==> config.mk <==
export PLATFORM = sky130hd
export DESIGN_NAME = first_match_flow_classifier_core_flat
export DESIGN_NICKNAME = d
export VERILOG_FILES = /design/src/rtl/core/fmfc_pkg.sv /design/src/rtl/core/fmfc_if.sv /design/src/rtl/core/first_match_flow_classifier_core.sv /design/src/flat_wrapper.sv
export SDC_FILE = /design/constraint.sdc
export NUM_CORES = 2
export LEC_CHECK = 0
export BUFFER_PORTS_ARGS = -buffer_cell sky130_fd_sc_hd__buf_2
export CORE_ASPECT_RATIO = 0.7
export CORE_UTILIZATION = 43
export CTS_BUF_LIST = sky130_fd_sc_hd__clkbuf_8
export CTS_CLUSTER_SIZE = 10
export DETAILED_ROUTE_END_ITERATION = 7
export HOLD_SLACK_MARGIN = 0.02
export PLACE_DENSITY = 0.56
export SLEW_MARGIN = 15
export SYNTH_ARGS = -nofsm -noshare
export SYNTH_HDL_FRONTEND = slang
export SYNTH_SLANG_ARGS = --single-unit
==> constraint.sdc <==
create_clock -name clk -period 20.6 [get_ports clk]
set_input_delay 0 -clock clk [delete_from_list [all_inputs] [get_ports clk]]
set_output_delay 0 -clock clk [all_outputs]
set_load 0.05 [all_outputs]
==> src/rtl/core/fmfc_pkg.sv <==
// ----------------------------------------------------------------------------
// fmfc_pkg: shared constants for the first-match flow classifier
// Table size, field widths, command, action and register codes.
// ----------------------------------------------------------------------------
package fmfc_pkg;

  localparam int MaxRules = 16;
  localparam int IdxW     = $clog2(MaxRules);

  // Priority encode is split into groups of lanes
  localparam int GrpSize  = 4;
  localparam int NumGrp   = MaxRules / GrpSize;
  localparam int LocW     = $clog2(GrpSize);
  localparam int GrpW     = $clog2(NumGrp);

  localparam int CountW   = 5;
  localparam int ActW     = 2;
  localparam int FlagW    = 3;

  localparam logic CmdClassify = 1'b0;
  localparam logic CmdWrite    = 1'b1;

  localparam logic [ActW-1:0] ActPass     = 2'd0;
  localparam logic [ActW-1:0] ActRedirect = 2'd1;
  localparam logic [ActW-1:0] ActDrop     = 2'd2;

  // check_flags bits
  localparam int FlagSport = 0;
  localparam int FlagDport = 1;
  localparam int FlagProto = 2;

  // Configuration port
  localparam int CfgIdxW  = 1;
  localparam int CfgDataW = 5;
  localparam logic [CfgIdxW-1:0] CfgRulesInUse    = 1'd0;
  localparam logic [CfgIdxW-1:0] CfgDefaultAction = 1'd1;

endpackage

==> src/rtl/core/fmfc_if.sv <==
// ----------------------------------------------------------------------------
// fmfc_if: item channels of the flow classifier
// Valid/ready channels for flow/rule items and for classification results.
// ----------------------------------------------------------------------------
interface fmfc_in_if;
  import fmfc_pkg::*;

  logic              valid;
  logic              ready;
  logic              command;
  logic [3:0]        rule_index;
  logic [31:0]       src_ip;
  logic [31:0]       dst_ip;
  logic [15:0]       sport;
  logic [15:0]       dport;
  logic [7:0]        proto;
  logic [31:0]       src_mask;
  logic [31:0]       dst_mask;
  logic [FlagW-1:0]  check_flags;
  logic              rule_enable;
  logic [ActW-1:0]   rule_action;

  modport source (
    output valid, command, rule_index, src_ip, dst_ip, sport, dport,
           proto, src_mask, dst_mask, check_flags, rule_enable, rule_action,
    input  ready
  );
  modport sink (
    input  valid, command, rule_index, src_ip, dst_ip, sport, dport,
           proto, src_mask, dst_mask, check_flags, rule_enable, rule_action,
    output ready
  );
endinterface

interface fmfc_out_if;
  logic       valid;
  logic       ready;
  logic       accept;
  logic       matched;
  logic [3:0] matched_rule;

  modport source (output valid, accept, matched, matched_rule, input ready);
  modport sink   (input valid, accept, matched, matched_rule, output ready);
endinterface

==> src/rtl/core/first_match_flow_classifier_core.sv <==
// ----------------------------------------------------------------------------
// first_match_flow_classifier_core: ordered first-match 5-tuple classifier
// 16-entry rule table compared in parallel, first hit picked over two stages.
// ----------------------------------------------------------------------------
//
//  channel   dir  handshake      payload
//  -------   ---  -------------  ------------------------------------------
//  flow      in   valid/ready    command, rule fields / flow 5-tuple
//  verdict   out  valid/ready    accept, matched, matched_rule
//  cfg       in   cfg_we         cfg_index, cfg_data (no read-back)
//
//  One item per cycle while verdict is not stalled; a classify result passes
//  s1 capture at the accept edge, then s2 lane compare, s3 group encode and
//  s4 output, which drives verdict.
//  Rule writes land in the table at the accept edge and give no result.
//  Reset clears valid bits, rule enables and config registers; no clearing pass.
//  A stalled verdict holds s4, items behind fill gaps; flow.ready drops only when s1 holds.
//
module first_match_flow_classifier_core (
  input  logic                          clk,
  input  logic                          rst,
  input  logic                          cfg_we,
  input  logic [fmfc_pkg::CfgIdxW-1:0]  cfg_index,
  input  logic [fmfc_pkg::CfgDataW-1:0] cfg_data,
  fmfc_in_if.sink                       flow,
  fmfc_out_if.source                    verdict
);
  import fmfc_pkg::*;

  // --------------------------------------------------------------------------
  // Configuration registers
  // --------------------------------------------------------------------------
  logic [CountW-1:0] rules_in_use;
  logic [ActW-1:0]   dflt_action;

  always_ff @(posedge clk) begin
    if (rst) begin
      rules_in_use <= '0;
      dflt_action  <= ActPass;
    end else if (cfg_we) begin
      unique case (cfg_index)
        CfgRulesInUse:    rules_in_use <= cfg_data[CountW-1:0];
        CfgDefaultAction: dflt_action  <= cfg_data[ActW-1:0];
        default: ;
      endcase
    end
  end

  // --------------------------------------------------------------------------
  // Stage enables: a stage loads when empty or when it drains downstream
  // --------------------------------------------------------------------------
  logic s1_valid, s2_valid, s3_valid, s4_valid;
  logic s1_en, s2_en, s3_en, s4_en;

  assign s4_en      = !s4_valid || verdict.ready;
  assign s3_en      = !s3_valid || s4_en;
  assign s2_en      = !s2_valid || s3_en;
  assign s1_en      = !s1_valid || s2_en;
  assign flow.ready = s1_en;

  logic flow_take;
  assign flow_take = flow.valid && flow.ready;

  // --------------------------------------------------------------------------
  // Rule table: flops, each lane read at its own fixed place
  // --------------------------------------------------------------------------
  logic [31:0]      rule_src_prefix  [MaxRules];
  logic [31:0]      rule_src_mask    [MaxRules];
  logic [31:0]      rule_dst_prefix  [MaxRules];
  logic [31:0]      rule_dst_mask    [MaxRules];
  logic [15:0]      rule_sport       [MaxRules];
  logic [15:0]      rule_dport       [MaxRules];
  logic [7:0]       rule_proto       [MaxRules];
  logic [FlagW-1:0] rule_check_flags [MaxRules];
  logic [ActW-1:0]  rule_action_codes[MaxRules];
  logic [MaxRules-1:0] rule_enabled_bits;

  // Write at the accept edge: older classify items already in s1 compare
  // against the old table on the same edge, so item order is kept.
  always_ff @(posedge clk) begin
    if (flow_take && flow.command == CmdWrite) begin
      rule_src_prefix[flow.rule_index]   <= flow.src_ip;
      rule_src_mask[flow.rule_index]     <= flow.src_mask;
      rule_dst_prefix[flow.rule_index]   <= flow.dst_ip;
      rule_dst_mask[flow.rule_index]     <= flow.dst_mask;
      rule_sport[flow.rule_index]        <= flow.sport;
      rule_dport[flow.rule_index]        <= flow.dport;
      rule_proto[flow.rule_index]        <= flow.proto;
      rule_check_flags[flow.rule_index]  <= flow.check_flags;
      rule_action_codes[flow.rule_index] <= flow.rule_action;
    end
  end

  always_ff @(posedge clk) begin
    if (rst) begin
      rule_enabled_bits <= '0;
    end else if (flow_take && flow.command == CmdWrite) begin
      rule_enabled_bits[flow.rule_index] <= flow.rule_enable;
    end
  end

  // --------------------------------------------------------------------------
  // s1: capture classify items (writes are done on accept and leave here)
  // --------------------------------------------------------------------------
  logic [31:0] s1_src_ip, s1_dst_ip;
  logic [15:0] s1_sport, s1_dport;
  logic [7:0]  s1_proto;

  always_ff @(posedge clk) begin
    if (rst) begin
      s1_valid <= 1'b0;
    end else if (s1_en) begin
      s1_valid <= flow_take && flow.command == CmdClassify;
    end
  end

  always_ff @(posedge clk) begin
    if (s1_en) begin
      s1_src_ip <= flow.src_ip;
      s1_dst_ip <= flow.dst_ip;
      s1_sport  <= flow.sport;
      s1_dport  <= flow.dport;
      s1_proto  <= flow.proto;
    end
  end

  // --------------------------------------------------------------------------
  // s2: per-lane hit and redirect bits. A lane is live when its index is
  // below rules_in_use; values above the table size cover every lane.
  // --------------------------------------------------------------------------
  logic [MaxRules-1:0] hit_next, redir_next;
  logic [MaxRules-1:0] s2_hit, s2_redir;
  logic                s2_empty;

  always_comb begin
    for (int i = 0; i < MaxRules; i++) begin
      hit_next[i] = (CountW'(i) < rules_in_use) && rule_enabled_bits[i]
        && ((s1_src_ip & rule_src_mask[i]) == (rule_src_prefix[i] & rule_src_mask[i]))
        && ((s1_dst_ip & rule_dst_mask[i]) == (rule_dst_prefix[i] & rule_dst_mask[i]))
        && (!rule_check_flags[i][FlagSport] || s1_sport == rule_sport[i])
        && (!rule_check_flags[i][FlagDport] || s1_dport == rule_dport[i])
        && (!rule_check_flags[i][FlagProto] || s1_proto == rule_proto[i]);
      // action captured now, a later write must not change this item's verdict
      redir_next[i] = rule_action_codes[i] == ActRedirect;
    end
  end

  always_ff @(posedge clk) begin
    if (rst) begin
      s2_valid <= 1'b0;
    end else if (s2_en) begin
      s2_valid <= s1_valid;
    end
  end

  always_ff @(posedge clk) begin
    if (s2_en) begin
      s2_hit   <= hit_next;
      s2_redir <= redir_next;
      s2_empty <= rules_in_use == '0;
    end
  end

  // --------------------------------------------------------------------------
  // s3: first hit inside each group of lanes
  // --------------------------------------------------------------------------
  logic [NumGrp-1:0] grp_any_next, grp_redir_next;
  logic [LocW-1:0]   grp_loc_next [NumGrp];
  logic [NumGrp-1:0] s3_grp_any, s3_grp_redir;
  logic [LocW-1:0]   s3_grp_loc [NumGrp];
  logic              s3_empty;

  always_comb begin
    for (int g = 0; g < NumGrp; g++) begin
      grp_any_next[g]   = 1'b0;
      grp_redir_next[g] = 1'b0;
      grp_loc_next[g]   = '0;
      // walk down so the lowest hit wins
      for (int k = GrpSize - 1; k >= 0; k--) begin
        if (s2_hit[g*GrpSize + k]) begin
          grp_any_next[g]   = 1'b1;
          grp_redir_next[g] = s2_redir[g*GrpSize + k];
          grp_loc_next[g]   = LocW'(k);
        end
      end
    end
  end

  always_ff @(posedge clk) begin
    if (rst) begin
      s3_valid <= 1'b0;
    end else if (s3_en) begin
      s3_valid <= s2_valid;
    end
  end

  always_ff @(posedge clk) begin
    if (s3_en) begin
      s3_grp_any   <= grp_any_next;
      s3_grp_redir <= grp_redir_next;
      s3_grp_loc   <= grp_loc_next;
      s3_empty     <= s2_empty;
    end
  end

  // --------------------------------------------------------------------------
  // s4: first group, verdict. Empty table accepts; no hit takes default.
  // --------------------------------------------------------------------------
  logic            matched_next, accept_next, sel_redir;
  logic [IdxW-1:0] rule_next;
  logic            s4_accept, s4_matched;
  logic [IdxW-1:0] s4_rule;

  always_comb begin
    matched_next = 1'b0;
    sel_redir    = 1'b0;
    rule_next    = '0;
    for (int g = NumGrp - 1; g >= 0; g--) begin
      if (s3_grp_any[g]) begin
        matched_next = 1'b1;
        sel_redir    = s3_grp_redir[g];
        rule_next    = {GrpW'(g), s3_grp_loc[g]};
      end
    end
    if (s3_empty) begin
      accept_next = 1'b1;
    end else if (matched_next) begin
      accept_next = sel_redir;
    end else begin
      accept_next = dflt_action == ActRedirect;
    end
  end

  always_ff @(posedge clk) begin
    if (rst) begin
      s4_valid <= 1'b0;
    end else if (s4_en) begin
      s4_valid <= s3_valid;
    end
  end

  always_ff @(posedge clk) begin
    if (s4_en) begin
      s4_accept  <= accept_next;
      s4_matched <= matched_next;
      s4_rule    <= rule_next;
    end
  end

  assign verdict.valid        = s4_valid;
  assign verdict.accept       = s4_accept;
  assign verdict.matched      = s4_matched;
  assign verdict.matched_rule = s4_rule;

  // --------------------------------------------------------------------------
  // Checks
  // --------------------------------------------------------------------------
  // a rule write never becomes a pipeline item
  a_write_no_item: assert property (@(posedge clk) disable iff (rst)
    flow_take && flow.command == CmdWrite |=> !s1_valid)
    else $error("rule write entered the pipeline");

  // a held verdict keeps its payload
  a_verdict_hold: assert property (@(posedge clk) disable iff (rst)
    s4_valid && !verdict.ready |=> s4_valid && $stable(s4_rule)
      && $stable(s4_accept) && $stable(s4_matched))
    else $error("stalled verdict changed");

  // an item stuck in s1 stays there
  a_s1_hold: assert property (@(posedge clk) disable iff (rst)
    s1_valid && !s2_en |=> s1_valid && $stable(s1_src_ip))
    else $error("s1 item lost under stall");

  // an empty table never reports a match
  a_empty_no_match: assert property (@(posedge clk) disable iff (rst)
    s3_valid && s3_empty |-> s3_grp_any == '0)
    else $error("hit with no rules in use");

endmodule

==> src/flat_wrapper.sv <==
// flat-port wrapper written by rule: the top's interface ports become plain ports
module first_match_flow_classifier_core_flat import fmfc_pkg::*;
  (clk, rst, cfg_we, cfg_index, cfg_data, flow_valid, flow_command, flow_rule_index, flow_src_ip, flow_dst_ip, flow_sport, flow_dport, flow_proto, flow_src_mask, flow_dst_mask, flow_check_flags, flow_rule_enable, flow_rule_action, flow_ready, verdict_valid, verdict_accept, verdict_matched, verdict_matched_rule, verdict_ready);
  fmfc_in_if flow_i ();
  fmfc_out_if verdict_i ();
  input  logic clk;
  input  logic rst;
  input  logic cfg_we;
  input  logic [fmfc_pkg::CfgIdxW-1:0] cfg_index;
  input  logic [fmfc_pkg::CfgDataW-1:0] cfg_data;
  input wire logic [$bits(flow_i.valid)-1:0] flow_valid;
  input wire logic [$bits(flow_i.command)-1:0] flow_command;
  input wire logic [$bits(flow_i.rule_index)-1:0] flow_rule_index;
  input wire logic [$bits(flow_i.src_ip)-1:0] flow_src_ip;
  input wire logic [$bits(flow_i.dst_ip)-1:0] flow_dst_ip;
  input wire logic [$bits(flow_i.sport)-1:0] flow_sport;
  input wire logic [$bits(flow_i.dport)-1:0] flow_dport;
  input wire logic [$bits(flow_i.proto)-1:0] flow_proto;
  input wire logic [$bits(flow_i.src_mask)-1:0] flow_src_mask;
  input wire logic [$bits(flow_i.dst_mask)-1:0] flow_dst_mask;
  input wire logic [$bits(flow_i.check_flags)-1:0] flow_check_flags;
  input wire logic [$bits(flow_i.rule_enable)-1:0] flow_rule_enable;
  input wire logic [$bits(flow_i.rule_action)-1:0] flow_rule_action;
  output wire logic [$bits(flow_i.ready)-1:0] flow_ready;
  output wire logic [$bits(verdict_i.valid)-1:0] verdict_valid;
  output wire logic [$bits(verdict_i.accept)-1:0] verdict_accept;
  output wire logic [$bits(verdict_i.matched)-1:0] verdict_matched;
  output wire logic [$bits(verdict_i.matched_rule)-1:0] verdict_matched_rule;
  input wire logic [$bits(verdict_i.ready)-1:0] verdict_ready;
  assign flow_i.valid = flow_valid;
  assign flow_i.command = flow_command;
  assign flow_i.rule_index = flow_rule_index;
  assign flow_i.src_ip = flow_src_ip;
  assign flow_i.dst_ip = flow_dst_ip;
  assign flow_i.sport = flow_sport;
  assign flow_i.dport = flow_dport;
  assign flow_i.proto = flow_proto;
  assign flow_i.src_mask = flow_src_mask;
  assign flow_i.dst_mask = flow_dst_mask;
  assign flow_i.check_flags = flow_check_flags;
  assign flow_i.rule_enable = flow_rule_enable;
  assign flow_i.rule_action = flow_rule_action;
  assign flow_ready = flow_i.ready;
  assign verdict_valid = verdict_i.valid;
  assign verdict_accept = verdict_i.accept;
  assign verdict_matched = verdict_i.matched;
  assign verdict_matched_rule = verdict_i.matched_rule;
  assign verdict_i.ready = verdict_ready;
  first_match_flow_classifier_core u_core (.clk(clk), .rst(rst), .cfg_we(cfg_we), .cfg_index(cfg_index), .cfg_data(cfg_data), .flow(flow_i), .verdict(verdict_i));
endmodule
==> metrics.md <==
| Metric | Value |
|---|---|
| Outcome | `finished clean` |
| Skew-Pair Late Insertion Delay | `approximately 1.0 ns` |
| Gate power share | `6.5%` |
| Core area | `between 0.2 and 0.3 sq mm` |
| Starting Density | `a little over two fifths` |
| Yosys top cell by area | `edfxtp_1` |
| Most frequent CP cell | `buf_4` |
| Post-synthesis mux area share | `less than 1%` |
| Clock Skew | `between 0.07 and 0.08 ns` |
| Post-synthesis compound-gate area fraction | `under 10%` |
| Synth Net Count | `between 6000 and 7000` |
| Setup bufs post-CTS | `0` |
| CP startpoint | `u_core.s3_valid` |
| Die Width | `about 610 microns` |
| CTS tree | `built` |
| Largest family of logic cells by synthesized area | `XOR/XNOR gates` |
| GR Overflow Total | `0` |
| Finish-stage setup viols | `0` |
| CTS hold repair buffers | `~270` |
| 1st-pass router iterations | `6` |
| Cell area power density | `slightly above 90 mW/mm^2` |
| Final Max Tran Viols | `0` |
| Critical Path Start Type | `flop` |
| Clock transition at path regs | `around 0.060 ns` |
| Sw frac | `roughly a quarter` |
| RSZ-0062 raised after global routing | `no` |
| Non-Filler Instances | `between 10000 and 15000` |
| Final weighted congestion in routability-driven placement | `between 0.9 and 1` |
| Total Routing Usage GR | `between 30% and 40%` |
| Cell Area, Synth | `roughly 0.11 sq mm` |
| Area Overhead vs Synth | `14.7%` |
| CP required | `around 21 ns` |
| Worst Path Arrival | `between 5 and 6 ns` |
| Final Hold Viols | `0` |
| Die height | `~430 microns` |
| Worst Min Path Start | `flow_dport[14]` |
| Post-synth EDFFs | `just under 3000` |
| Relative slew slack | `between 10% and 20%` |
| Share of the synthesized area in the top cell type | `78.5%` |
| Period utilization | `~25%` |
| Global-route wire length before repair | `~550000 microns` |
| Min-delay worst type | `in2reg` |
| Yosys reg bits | `between 2000 and 3000` |
| Least-Margin Pin Slew | `1.35 ns` |
| Setup TNS | `0 ns` |
| Max clock buf depth | `4` |
| Final nets | `roughly 7000` |
| Max Cap Viol | `0` |
| Share of the yosys chip area belonging to registers | `between 70 and 80%` |
| Fmax | `around 200 MHz` |
| Most frequent cells in the layout | `2928 x edfxtp_1, 1520 x xor2_1, 443 x clkbuf_8, 269 x dlygate4sd3_1, 197 x buf_2` |
| Main flop type after synthesis | `edfxtp_1` |
| Ranking of synthesized cells by area | `edfxtp_1 79%, xor2_1 12%, a221oi_1 1.4%` |
| Clock share of power | `between 30% and 40%` |
| Via-to-Cell Ratio | `around 6` |
| P_int | `8.99 mW` |
| I/O Pins | `slightly below 200` |
| Fraction of layout cells with a size suffix above 1 | `a little over an eighth` |
| Final min period | `slightly above 5 ns` |
| Crit-path max FO | `60` |
| CTS sink cnt | `2955` |
| Switch Pwr | `slightly below 3 mW` |
| Final WL | `between 400000 and 500000 microns` |
| Post-Synth XOR/XNOR Area | `roughly an eighth` |
| R2r startpoint | `u_core.s3_valid` |
| Die area | `around 0.26 sq mm` |
| Hpwl dp | `247000 microns` |
| Post-synthesis async set-or-reset flop share | `0%` |
| Number of remaining DRC errors | `0` |
| Setup crit end kind | `flop` |
| Largest net degree at the start of global routing | `between 100 and 150` |
| Vias | `around 64000` |
| Routed WL per cell | `between 30 and 40 microns` |
| Hold_ws | `0.0584 ns` |
| Critical path type | `reg2reg` |
| Lkg Pwr | `43.2 nW` |
| CTS resizes | `0` |
| Mean Syn Cell Area | `18.9 sq um` |
| Worst-path cell chain | `and3b_1 > and3_4 > nor3_1 > nand2_1 > nor2_4 > buf_4 > buf_4 > buf_4` |
| Root Driver | `clkbuf_8` |
| Total placed cells including tap cells | `9574` |
| Cell variety after synth | `54` |
| H-tree depth | `5` |
| # rows | `around 160` |
| Initial antenna violation count | `between 90 and 100` |
| DRT antenna net count | `0` |
| Slowest CP cell | `buf_4` |
| Peak VDD IR | `0.0000695 V` |
| Vias in the first global route | `57963` |
| Post-Synth Simple-Gate Area | `2.43%` |
| Iter 0 DRT Violations | `13619` |
| Crit-path max cell delay | `slightly below 0.9 ns` |
| Yosys Warn Count | `0` |
| Post-Syn Instances | `between 5000 and 6000` |
| Reg power frac | `about 56%` |
| # port buffers | `approximately 200` |
| Synth Area in Adders | `0%` |
| Most common cell after layout, fill and taps aside | `edfxtp_1` |
| CTS Buf Count | `437` |
-- cell families after synthesis --
family / Yosys count
flip-flops: 2955
AO/OA/AOI/OAI: 602
multiplexers: 12
XOR/XNOR: 1664
AND/OR/NAND/NOR: 469
buffers and inverters: 234
-- power groups by stage --
stage                     combinational [mW]  clock (mW)  sequential [mW]
after detailed placement               0.707           0             6.85
after CTS                              0.753        4.44             6.73
final                                  0.778        4.42             6.73
after global routing                   0.777        4.70             6.73
after global placement                 0.705           0             6.85
after floorplan                        0.270           0             6.85
-- critical path: cells and delay by family (launching register included) --
family                 cells  cell delay [ns]
buffers and inverters      3             2.40
AND/OR/NAND/NOR            5             1.91
flip-flops                 1             0.31
-- synth_stat cells (all sizes together), types with 3 or more instances --
cell	n
a21oi	41
a211o	8
xnor2	144
xor2	1520
edfxtp	2928
nand2	44
nand4	149
buf	190
a222oi	14
a221o	3
dfxtp	27
clkbuf	33
or4	5
a221oi	187
nor3	15
nor4	134
nor4b	3
o21ai	35
nand2b	4
inv	11
nand3	23
a22o	183
nor2	58
a2111oi	3
a22oi	120
mux2i	12
nor2b	20
and3	9
-- path summary, 6_finish.rpt --
check                                end  slack [ns]  depth (start not counted)
max          u_core.rule_src_mask[5][16]       15.48                          8
min             u_core.rule_dport[3][14]        0.06                          2
max reg2reg  u_core.rule_src_mask[5][16]       15.48                          8
min reg2reg              u_core.s3_empty        0.42                          0
-- layer usage --
layer	vias up	part of all wire (%)	track usage [%]
met4	18	3.4	9.56
met1	33295	39	46.6
met3	700	14	8.76
met2	5162	43	45.7
met5	-	0.030	0
li1	24743	-	-
-- sequential cells by signal, indices dropped and copies added (netlist names), 16 cells and up --
register                  flops
u_core.s2_redir              16
u_core.rule_dst_prefix      512
u_core.rule_proto           128
u_core.s1_dst_ip             32
u_core.rule_src_prefix      512
u_core.rule_action_codes     32
u_core.rule_dst_mask        512
u_core.rule_dport           256
u_core.s1_sport              16
u_core.rule_sport           256
u_core.rule_check_flags      48
u_core.s1_src_ip             32
u_core.rule_src_mask        512
u_core.s2_hit                16
u_core.s1_dport              16
u_core.rule_enabled_bits     16
-- through the flow --
stage / utilization (%) / total power [mW] / instance area (sq um) / setup slack, ns
final: 49.7 / 11.9 / 128000 / 15.48
after global routing: 49.6 / 12.2 / 128000 / 15.31
after CTS: 49.6 / 11.9 / 128000 / 15.51
after detailed placement: 45.6 / 7.56 / 118000 / 15.51
after global placement: 45.6 / 7.56 / 118000 / 15.62
after floorplan: - / 7.12 / 112000 / 4.96
-- cell type report --
cell class                 instances  area (sq um)
fill                           21436        130000
sequential                      2955         88500
multi-input combinational       2747         22500
clock buffer                     443          6100
timing repair buffer             655          5140
tap                             3476          4350
clock inverter                   343          1670
antenna                           40           100
inverter                          11          63.8
No activity file was read; power rests on OpenSTA's default activity.
